`src/hw/rtl/unst_pkg.sv`:
```
// Package for the unique node set table: capacity, field widths and codes.
// Depends on nothing; imported by unique_node_set_table.
package unst_pkg;

  localparam int unsigned CAPACITY = 32;
  // Count must hold CAPACITY itself; an index only needs to reach CAPACITY-1.
  localparam int unsigned CNT_W    = $clog2(CAPACITY + 1);
  localparam int unsigned IDX_W    = (CAPACITY > 1) ? $clog2(CAPACITY) : 1;

  localparam int unsigned OP_W     = 2;
  localparam int unsigned NODE_W   = 8;
  localparam int unsigned STATUS_W = 3;

  typedef enum logic [OP_W-1:0] {
    OP_INSERT = 2'd0,
    OP_LIST   = 2'd1,
    OP_CLEAR  = 2'd2,
    OP_NONE   = 2'd3
  } op_e;

  typedef enum logic [STATUS_W-1:0] {
    ST_INSERTED  = 3'd0,
    ST_DUPLICATE = 3'd1,
    ST_FULL      = 3'd2,
    ST_LISTED    = 3'd3,
    ST_EMPTY     = 3'd4,
    ST_CLEARED   = 3'd5
  } status_e;

endpackage

```
`src/hw/rtl/unique_node_set_table.sv`:
```
// Unique node set table: a bounded, insertion-ordered set of node ids.
// An insert walks the stored entries before its result word (a duplicate ends
// the search early); a list sends one word per entry while the output is taken;
// clear and an empty list send one status word. One item at a time: the single
// read port and its compare are walked once per entry, and tready stays low meanwhile.
// Reset (rst_ni low, asynchronous) empties the table and the output register.
module unique_node_set_table (
  input  logic                            clk_i,
  input  logic                            rst_ni,
  input  logic                            s_axis_tvalid_i,
  output logic                            s_axis_tready_o,
  input  logic [unst_pkg::NODE_W-1:0]     s_axis_tdata_i,   // [7:0] node_number
  input  logic [unst_pkg::OP_W-1:0]       s_axis_tuser_i,   // [1:0] operation
  output logic                            m_axis_tvalid_o,
  input  logic                            m_axis_tready_i,
  output logic [unst_pkg::NODE_W-1:0]     m_axis_tdata_o,   // [7:0] listed_node
  output logic [unst_pkg::STATUS_W-1:0]   m_axis_tuser_o,   // [2:0] status
  output logic                            m_axis_tlast_o
);
  import unst_pkg::*;

  typedef enum logic [4:0] {
    S_IDLE     = 5'b00001,
    S_SEARCH   = 5'b00010,
    S_LIST_RD  = 5'b00100,
    S_LIST_OUT = 5'b01000,
    S_RESP     = 5'b10000
  } state_e;

  localparam logic [CNT_W-1:0] CapCnt = CNT_W'(CAPACITY);
  localparam logic [CNT_W-1:0] OneCnt = CNT_W'(1);

  state_e              state_q, state_d;
  logic [CNT_W-1:0]    count_q, count_d;
  logic [CNT_W-1:0]    idx_q, idx_d;
  logic                cmp_vld_q, cmp_vld_d;
  logic [NODE_W-1:0]   node_q, node_d;
  status_e             resp_q, resp_d;

  logic [NODE_W-1:0]   mem_q [CAPACITY];
  logic [NODE_W-1:0]   rd_data_q;
  logic                rd_en, mem_we;
  logic [IDX_W-1:0]    rd_addr, wr_addr;

  logic                out_vld_q, out_vld_d;
  logic [NODE_W-1:0]   out_node_q, out_node_d;
  status_e             out_status_q, out_status_d;
  logic                out_last_q, out_last_d;
  logic                out_free, out_load, in_acc, match;
  logic [CNT_W-1:0]    idx_inc;

  assign s_axis_tready_o = (state_q == S_IDLE);
  assign in_acc          = s_axis_tvalid_i && s_axis_tready_o;
  assign out_free        = !out_vld_q || m_axis_tready_i;
  assign match           = cmp_vld_q && (rd_data_q == node_q);
  assign idx_inc         = idx_q + OneCnt;
  assign rd_addr         = idx_q[IDX_W-1:0];
  assign wr_addr         = count_q[IDX_W-1:0];

  always_comb begin
    state_d      = state_q;
    count_d      = count_q;
    idx_d        = idx_q;
    node_d       = node_q;
    resp_d       = resp_q;
    rd_en        = 1'b0;
    mem_we       = 1'b0;
    out_load     = 1'b0;
    out_node_d   = out_node_q;
    out_status_d = out_status_q;
    out_last_d   = out_last_q;
    unique case (state_q)
      S_IDLE: begin
        if (in_acc) begin
          node_d = s_axis_tdata_i;
          idx_d  = '0;
          case (op_e'(s_axis_tuser_i))
            OP_INSERT: state_d = S_SEARCH;
            OP_LIST: begin
              if (count_q == '0) begin
                resp_d  = ST_EMPTY;
                state_d = S_RESP;
              end else begin
                state_d = S_LIST_RD;
              end
            end
            OP_CLEAR: begin
              count_d = '0;
              resp_d  = ST_CLEARED;
              state_d = S_RESP;
            end
            default: state_d = S_IDLE;
          endcase
        end
      end
      S_SEARCH: begin
        // Reads run one entry ahead of the compare on the registered read data.
        if (match) begin
          resp_d  = ST_DUPLICATE;
          state_d = S_RESP;
        end else if (idx_q < count_q) begin
          rd_en = 1'b1;
          idx_d = idx_inc;
        end else if (count_q == CapCnt) begin
          resp_d  = ST_FULL;
          state_d = S_RESP;
        end else begin
          mem_we  = 1'b1;
          count_d = count_q + OneCnt;
          resp_d  = ST_INSERTED;
          state_d = S_RESP;
        end
      end
      S_LIST_RD: begin
        rd_en   = 1'b1;
        state_d = S_LIST_OUT;
      end
      S_LIST_OUT: begin
        if (out_free) begin
          out_load     = 1'b1;
          out_node_d   = rd_data_q;
          out_status_d = ST_LISTED;
          out_last_d   = (idx_inc == count_q);
          idx_d        = idx_inc;
          state_d      = (idx_inc == count_q) ? S_IDLE : S_LIST_RD;
        end
      end
      S_RESP: begin
        if (out_free) begin
          out_load     = 1'b1;
          out_node_d   = '0;
          out_status_d = resp_q;
          out_last_d   = 1'b1;
          state_d      = S_IDLE;
        end
      end
      default: state_d = S_IDLE;
    endcase
  end

  assign cmp_vld_d = (state_q == S_SEARCH) && rd_en;
  assign out_vld_d = out_load ? 1'b1 : (m_axis_tready_i ? 1'b0 : out_vld_q);

  always_ff @(posedge clk_i or negedge rst_ni) begin
    if (!rst_ni) begin
      state_q   <= S_IDLE;
      count_q   <= '0;
      idx_q     <= '0;
      cmp_vld_q <= 1'b0;
      out_vld_q <= 1'b0;
    end else begin
      state_q   <= state_d;
      count_q   <= count_d;
      idx_q     <= idx_d;
      cmp_vld_q <= cmp_vld_d;
      out_vld_q <= out_vld_d;
    end
  end

  always_ff @(posedge clk_i) begin
    node_q <= node_d;
    resp_q <= resp_d;
    if (out_load) begin
      out_node_q   <= out_node_d;
      out_status_q <= out_status_d;
      out_last_q   <= out_last_d;
    end
  end

  always_ff @(posedge clk_i) begin
    if (mem_we) begin
      mem_q[wr_addr] <= node_q;
    end
    if (rd_en) begin
      rd_data_q <= mem_q[rd_addr];
    end
  end

  assign m_axis_tvalid_o = out_vld_q;
  assign m_axis_tdata_o  = out_node_q;
  assign m_axis_tuser_o  = out_status_q;
  assign m_axis_tlast_o  = out_last_q;

  a_count_bound : assert property (@(posedge clk_i) disable iff (!rst_ni)
    count_q <= CapCnt)
    else $error("entry count above capacity");

  a_write_room : assert property (@(posedge clk_i) disable iff (!rst_ni)
    mem_we |-> (count_q < CapCnt) && (state_q == S_SEARCH))
    else $error("store written without room or outside a search");

  a_count_step : assert property (@(posedge clk_i) disable iff (!rst_ni)
    1'b1 |=> (count_q == $past(count_q)) || (count_q == '0) ||
             (count_q == $past(count_q) + OneCnt))
    else $error("entry count moved by more than one");

  a_node_zero : assert property (@(posedge clk_i) disable iff (!rst_ni)
    (out_vld_q && (out_status_q != ST_LISTED)) |-> (out_node_q == '0) && out_last_q)
    else $error("status word carries a node id or no last mark");

  a_read_range : assert property (@(posedge clk_i) disable iff (!rst_ni)
    rd_en |-> (idx_q < count_q))
    else $error("read beyond the stored entries");

endmodule
```
`config.mk`:
```
export PLATFORM = sky130hd
export DESIGN_NAME = unique_node_set_table
export DESIGN_NICKNAME = d
export VERILOG_FILES = /design/src/hw/rtl/unst_pkg.sv /design/src/hw/rtl/unique_node_set_table.sv
export SDC_FILE = /design/constraint.sdc
export NUM_CORES = 1
export LEC_CHECK = 0
export BUFFER_PORTS_ARGS = -buffer_cell sky130_fd_sc_hd__buf_2
export CAP_MARGIN = 20
export CORE_MARGIN = 5
export CORE_UTILIZATION = 34
export DETAILED_ROUTE_END_ITERATION = 10
export PLACE_DENSITY_LB_ADDON = 0.1
export SETUP_SLACK_MARGIN = 0.05
export SLEW_MARGIN = 15
export SYNTH_ARGS = -nofsm -noshare
export SYNTH_HDL_FRONTEND = slang
export SYNTH_SLANG_ARGS = --single-unit
```
`constraint.sdc`:
```
create_clock -name clk_i -period 5.9 [get_ports clk_i]
set_clock_uncertainty 0.2 [all_clocks]
set_input_delay 1.18 -clock clk_i [delete_from_list [all_inputs] [get_ports clk_i]]
set_output_delay 1.18 -clock clk_i [all_outputs]
set_load 0.02 [all_outputs]
```
-- Word-level counts from Yosys, hierarchy flattened
Memories as Yosys holds them, arrays and structs flattened. A register that Yosys moved wholly into a read port is not among the register bits.
Cells that the tools add are included.
- RAM bits: 256
- latch bits: 0
- logic and storage cells: 102
- ROM bits: 0
- output and inout bits: 14
- memories kept: 1
- flip-flop bits (word level): 42
- multiplexer cells: 49
- magnitude comparators: 1
- $add $sub $neg: 2
- div/mod/pow operators: 0
- multiply operators: 0
- reduce and logical (&&, ||, !) cells: 18
- shift-type cells: 0
- eq/ne operators: 21
- bitwise logic cells: 0
- memory list (name ; words ; width ; rd ports ; clocked after memory_dff ; write ports ; RTL line ; RTL):
    mem_q ; 32 ; 8 ; 1 ; 1 ; 1 ; unique_node_set_table.sv:40 ; logic [NODE_W-1:0] mem_q [CAPACITY];
- operator list (kind ; count):
    2-to-1 mux 6 bit ; 9
    2-to-1 mux 5 bit ; 6
    one-hot mux 5 bit (5 select lines) ; 1
    2-to-1 mux 3 bit ; 7
    one-hot mux 3 bit (2 select lines) ; 3
    one-hot mux 6 bit (3 select lines) ; 1
    2-to-1 mux 8 bit ; 2
    one-hot mux 8 bit (2 select lines) ; 1
    one-hot mux 5 bit (3 select lines) ; 1
    2-to-1 mux 1 bit ; 14
    adder 6 x 1 -> 6 bit (second input constant) ; 2
    != test 2 bit (second input constant) ; 6
    one-hot mux 6 bit (2 select lines) ; 1
    AND reduction 5 bit ; 2
    equality test 8 bit ; 1
    AND reduction 4 bit ; 2
    equality test 6 bit ; 1
    equality test 6 bit (second input constant) ; 1
    zero test 6 bit ; 1
    less-than comparator 6 bit ; 1
    != test 3 bit (second input constant) ; 2
    AND reduction 6 bit ; 1
    nonzero test 2 bit ; 3
    equality test 5 x 1 -> 1 bit (second input constant) ; 1
    other kinds (17) ; 21

-- Logic depth before layout (Yosys ltp)
Gate-level depths: netlist of the first run.
- depth after elaboration: 7
- gate-level depth with buffers: 10

-- Worst setup path after synthesis of the first run
OpenSTA, ideal clock, no wires.
- path type: reg-to-reg
- start point: register count_q[2]
- end point: memory mem_q[11][0] (enable)
- buffers on the path: 1
- required time: 5.330 ns
- cell stages (with the launch flop): 9
- arrival: 2.417 ns
- clock period less this slack: 2.987 ns
- path slack: 2.913 ns
- cells stage by stage: dfrtp_1 -> clkbuf_1 -> inv_1 -> ha_1 -> and4_1 -> o21ai_0 -> a31oi_1 -> nand3_1 -> nor2_1
- cells in the longest elaborated chain, start to end: 7
- RTL lines (what ; RTL line ; RTL):
    start, declared ; unique_node_set_table.sv:34 ; logic [CNT_W-1:0] count_q, count_d;
    start signal, assigned ; unique_node_set_table.sv:153 ; count_q <= count_d;
    parallel branches: the longest is 7 deep, another holds less-than comparator 6 bit ; - ;
    end, declared ; unique_node_set_table.sv:40 ;
Several ways; the timed one is not identified.

-- Worst setup path after layout of the first run
- start point: register idx_q[2]
- end point: memory mem_q[10][0] (enable)
- cells in the longest elaborated chain, start to end: 6
- RTL lines (what ; RTL line ; RTL):
    start, declared ; unique_node_set_table.sv:35 ; logic [CNT_W-1:0] idx_q, idx_d;
    start signal, assigned ; unique_node_set_table.sv:154 ; idx_q <= idx_d;
    less-than comparator 6 bit ; unique_node_set_table.sv:101 ; end else if (idx_q < count_q) begin
    2-to-1 mux 1 bit ; unique_node_set_table.sv:101 ;
    2-to-1 mux 1 bit ; unique_node_set_table.sv:98 ; if (match) begin
    2-to-1 mux 1 bit ; unique_node_set_table.sv:72 ; unique case (state_q)
    2-to-1 mux 1 bit ; unique_node_set_table.sv:171 ; if (mem_we) begin
    2-to-1 mux 1 bit (not written as such) ; unique_node_set_table.sv:172 ; mem_q[wr_addr] <= node_q;
Every way passes these cells.

==> impl_metrics.toml, run 1 <==
[outcome]
status = "finished clean"

[clock_network]
cts_made_buffers = 31
cts_max_level = 1
post-cts-setup-buffers = 0
clockBufferDepth = 3
clock_sinks = 306
clk_latency_ns = 0.56
path_clk_slew_ns = 0.06
cts_resized = 0
ctsRootBufferMaster = "clkbuf_16"
cts_tree = "done"
cts_hold_buf = 0

[logic_synthesis]
synth-simple-area-share_pct = 5.47
synth_top_area_share_pct = 68.6
synth_edf_count = 287
synthCells = 655
synth_top_family_by_area = "multiplexers"
muxShareOfSynthArea_pct = 15.6
synth_cell_type_count = 58
yosysTopAreaCell = "edfxtp_1"
synth_compound_area_share_pct = 2.64
yosys_warnings = 0
synth_nets = 680
synth-xor-area-share_pct = 1.12
synth_flop_cell = "edfxtp_1"
synth_area_leaders = "edfxtp_1 69%, mux4_2 14%, dfrtp_1 3.6%"
synthAdderAreaFrac_pct = 1.10
ys_seq_area_share_pct = 72.4
netlist_area_mm2 = 0.0126
async_flop_share_pct = 6.21
ys_ff_latch = 306
syn_area_per_cell_um2 = 19.2

[sta]
hold_ws_ns = 0.310
rsz0062_at_grt = "no"
finalCritPeriodShare_pct = 70.0
tns_ns = 0
worst_slew_pin_slew_ns = 1.03
relSlewSlack_pct = 31.5
period_needed_ns = 4.13
drv_slew = 0
final-hold-violation-count = 0
fmax_mhz = 242
final-setup-viol-count = 0
worst_slack_ns = 1.77

[setup_path]
critPathCaptureType = "flip-flop"
reg2reg_slack_ns = 1.77
required_ns = 5.88
critPathMaxFanout = 24
crit_slowest_cell = "nor2_1"
critPathArrivalTime_ns = 4.11
cpPeakStageDelay_ns = 0.84
cp_cell_sequence = "ha_1 -> and4_1 -> o21ai_0 -> a31oi_1 -> nand3_1 -> nor2_1"
critical_path_class = "flip-flop to flip-flop"
startpoint_type = "flip-flop"

[grt]
grt_pass1_wl_um = 43600
grt_antenna_before_repair = 0
track_usage_pct = 14.2
grt_max_degree = 68
grt_pass1_vias = 6597
grt_overflow = 0

[route]
vias_per_cell = 5.17
drt-initial-drc-count = 447
drc = 0
drt_pass1_iterations = 4
detail_route.wl_per_cell_um = 24.7
wl_um = 29300
drt.antenna.violating_nets = 0
vias = 6147

[die]
io_pins = 28
core.rowCount = 70
die_w_um = 202
die_h_um = 202
core-area_mm2 = 0.0365
dieArea_mm2 = 0.0409
start_util_pct = 34.4

[power]
p_switching_w = 0.00153
peakVddDrop_mv = 0.205
seqPwrFrac_pct = 47.0
power_leakage_nw = 4.49
p_per_area_mw_per_mm2 = 396
combPwrFrac_pct = 18.1
intPower_w = 0.00412
clkPwrFrac_pct = 34.8
power.total_w = 0.00565
p_sw_share_pct = 27.1

[placement]
place.gp.congestion = 0.850
portBuffers = 27
hpwl_um = 19000
place_ws_ns = 1.83

[job]
max_cap_violations = 0

[final_layout]
diodes = 0
drive_gt1_share_pct = 26.1
areaGrowthSynthToFinish_pct = 13.4
nFillCells = 3267
layout.nets = 720

[hold_path]
hold_path.class = "flip-flop to flip-flop"
[sequential cells by signal, summed over array words and instances (netlist names)]
signal and cells:
cmp_vld_q 1, count_q 6, idx_q 6, m_axis_tdata_o 8, m_axis_tlast_o 1, m_axis_tuser_o 3, m_axis_tvalid_o 1, mem_q 256
node_q 8, rd_data_q 8, resp_q 3, state_q 5
[layer usage]
metal	GRT usage (%)	up-vias	wire length, um
li1	-	2745	-
met1	18.6	3193	12600
met2	24.1	162	14400
met3	3.43	47	1680
met4	3.47	0	645
met5	0	-	0
[power by group through the flow]
stage,combinational (W),sequential (W),clock (W)
after floorplan,0.000694,0.00270,0
after global placement,0.00104,0.00270,0
after detailed placement,0.00104,0.00270,0
after CTS,0.00104,0.00266,0.00202
after global routing,0.00111,0.00267,0.00211
final,0.00102,0.00266,0.00197
[layout by cell type, fill, tap and decap left out, types with 3 or more instances in the layout]
master,count
edfxtp_1,287
mux4_2,77
nor2_1,40
clkbuf_16,31
buf_2,27
nand2_1,23
nand3_1,16
dfrtp_1,16
inv_1,13
o21ai_0,12
and2_1,11
xnor2_1,11
ha_1,11
buf_4,11
nor3_1,9
mux2_2,8
nor2b_1,8
o31ai_1,8
clkinvlp_4,7
clkinv_2,6
a21oi_1,5
nand4_1,5
xor2_1,5
nand2b_1,4
clkinv_1,4
and3_1,4
mux2i_1,4
o41ai_1,4
bufinv_16,4
clkinv_4,4
or3_1,3
o22ai_1,3
o211ai_1,3
mux4_1,3
or2_2,3
[logic make-up after synthesis]
logic type      count (synthesis)
flops                         306
simple gates                  135
mux                            93
compound gates                 48
buf+inv                        46
xor+xnor                       16
fa+ha+maj                      11
[final cells by class]
cell class | instances | area, um^2 | share of cell area, %
sequential | 306 | 9100 | 63.9
multi-input combinational | 303 | 3250 | 22.8
clock buffer | 33 | 783 | 5.50
tap | 468 | 586 | 4.11
clock inverter | 25 | 258 | 1.81
timing repair buffer | 38 | 218 | 1.53
inverter | 15 | 56.3 | 0.395
[worst max-delay path: cells and delay by family, from the launching register on]
kind                       cells  cell delay [ns]
AOI/OAI and AO/OA              2             0.67
adders and majority gates      1             0.46
DFF                            1             0.73
and+or+nand+nor                3             1.67
[worst paths after layout]
path	startpoint	end	cells past startpoint
min in group asynchronous	rst_ni	idx_q[2]	1
max in group asynchronous	rst_ni	idx_q[0]	1
min reg2reg	resp_q[1]	m_axis_tuser_o[1]	1
min	resp_q[1]	m_axis_tuser_o[1]	1
max	idx_q[2]	mem_q[10][0]	6
max reg2reg	idx_q[2]	mem_q[10][0]	6
[through the flow]
stage / instance area, um^2 / utilization, % / instances
after floorplan: 12600 / - / 655
after global placement: 13200 / 36.2 / 1130
after detailed placement: 13200 / 36.2 / 1130
after CTS: 14300 / 39.0 / 1188
after global routing: 14300 / 39.0 / 1188
final: 14300 / 39.0 / 1188
[cell usage after synthesis, types with 2 or more instances]
cell type	instances
xnor2_1	11
nand2_1	23
and3_1	4
buf_2	10
a31oi_1	2
a21oi_1	5
mux4_1	3
o21ai_0	12
nand4_1	5
clkbuf_1	11
nor3_1	9
inv_1	13
o31ai_1	8
mux4_2	77
o21a_1	2
o22ai_1	3
mux2i_1	4
mux2_2	8
dfrtp_1	18
nand2b_1	4
or2_2	3
edfxtp_1	287
buf_1	6
ha_1	11
nand3_1	16
o211ai_1	3
o41ai_1	4
and2_1	11
nor2b_1	8
or3_1	3
xor2_1	5
nor2_1	40
Power figures use the tool's default switching activity.
==> inputs of run 2 (changes only) <==
==> constraint.sdc (replaced) <==
create_clock -name clk_i -period 4.2 [get_ports clk_i]
set_clock_uncertainty 0.2 [all_clocks]
set_input_delay 0.84 -clock clk_i [delete_from_list [all_inputs] [get_ports clk_i]]
set_output_delay 0.84 -clock clk_i [all_outputs]
set_load 0.02 [all_outputs]
==> impl_metrics.toml, run 2 (synthesized netlist as in run 1, its figures left out) <==
[outcome]
status = "finished clean"

[grt]
grt_antenna_before_repair = 0
track_usage_pct = 14.8
grt_overflow = 0
grt_max_degree = 70
grt_pass1_vias = 6760
grt_pass1_wl_um = 45000

[final_layout]
largest_register_ffs = 256
areaGrowthSynthToFinish_pct = 16.5
seqCellArea_mm2 = 0.00910
final_common_cell = "edfxtp_1"
utilization_pct = 40.1
layout_common_cells = "287 x edfxtp_1, 77 x mux4_2, 47 x buf_4"
multi_input_area_mm2 = 0.00325
stdcell_count = 1232
drive_gt1_share_pct = 29.5
top_register = "mem_q"
nFillCells = 3243
diodes = 0
layout.nets = 762

[die]
start_util_pct = 34.4
core.rowCount = 70
die_w_um = 202
dieArea_mm2 = 0.0409
core-area_mm2 = 0.0365
io_pins = 28
die_h_um = 202

[sta]
hold_ws_ns = 0.0936
period_needed_ns = 3.49
final-hold-violation-count = 0
rsz0062_at_grt = "no"
final-setup-viol-count = 0
relSlewSlack_pct = 29.0
finalCritPeriodShare_pct = 83.2
fmax_mhz = 286
tns_ns = 0
drv_slew = 0
worst_slew_pin_slew_ns = 1.07

[setup_path]
critical_path.top_delay_family = "simple AND/OR/NAND/NOR gates"
critPathArrivalTime_ns = 3.52
critPathMaxFanout = 12
critPathCaptureType = "flip-flop"
required_ns = 4.22
cpPeakStageDelay_ns = 0.54
cpMostUsedCell = "buf_4"
reg2reg_slack_ns = 0.71
cp_cell_sequence = "inv_1 -> ha_1 -> and4_1 -> o21ai_0 -> a31oi_1 -> nand3_1 -> buf_4 -> nor2_1 -> buf_4"
crit_buf_inv = 3
startpoint_type = "flip-flop"
crit_slowest_cell = "dfrtp_1"
reg2reg_depth = 9
cp_num_cells = 9
critical_path_class = "flip-flop to flip-flop"

[route]
vias_per_cell = 5.22
drt_pass1_iterations = 5
detail_route.wl_per_cell_um = 24.5
vias = 6436
drt.antenna.violating_nets = 0
drt-initial-drc-count = 476
wl_um = 30100
drc = 0

[clock_network]
cts_max_level = 2
cts_resized = 0
ctsRootBufferMaster = "clkbuf_16"
cts_hold_buf = 0
path_clk_slew_ns = 0.06
cts_made_buffers = 36
clockBufferDepth = 3
cts_tree = "done"
clock_sinks = 306
clk_latency_ns = 0.52
post-cts-setup-buffers = 0

[hold_path]
hold_path.class = "primary input to asynchronous set/reset pin"

[power]
p_per_area_mw_per_mm2 = 558
power_leakage_nw = 4.75
peakVddDrop_mv = 0.273

[job]
max_cap_violations = 0

[placement]
hpwl_um = 19500
portBuffers = 27
place.gp.congestion = 0.861
post-place-cells = 1167
==> run 2: per-layer routing <==
| layer | GRT usage [%] | routed length (um) | vias up |
|---|---|---|---|
| li1 | - | - | 2835 |
| met1 | 20.0 | 13300 | 3397 |
| met2 | 23.9 | 14600 | 152 |
| met3 | 3.40 | 1440 | 52 |
| met4 | 5.00 | 874 | 0 |
| met5 | 0 | 0 | - |
==> run 2: metrics by stage <==
stage / cell area, um^2 / setup slack [ns] / total power (W)
CTS: 14600 / 0.744 / 0.00831
global placement: 13500 / 0.889 / 0.00529
floorplan: 12600 / 1.21 / 0.00477
global route: 14600 / 0.532 / 0.00854
finish: 14600 / 0.706 / 0.00817
detailed placement: 13500 / 0.782 / 0.00530
==> run 2: path summary, 6_finish.rpt <==
check                                    end              start
min in group clk_i                 node_q[5]  s_axis_tdata_i[5]
max in group asynchronous           idx_q[0]             rst_ni
max reg2reg                     mem_q[30][2]         count_q[2]
min                               count_q[1]             rst_ni
min reg2reg                m_axis_tuser_o[0]          resp_q[0]
max                             mem_q[30][2]         count_q[2]
==> run 2: layout make-up <==
class                           count  share of cell area (%)
Clock buffer                       41                    6.57
Clock inverter                     24                    1.24
Inverter                           15                   0.384
Multi-Input combinational cell    303                    22.2
Sequential cell                   306                    62.1
Tap cell                          468                    4.00
Timing Repair Buffer               75                    3.47
==> run 2: power by group <==
| part | internal (W) | switching [W] |
|---|---|---|
| clock network | 0.00177 | 0.00120 |
| registers | 0.00359 | 0.0000792 |
| logic | 0.000610 | 0.000921 |
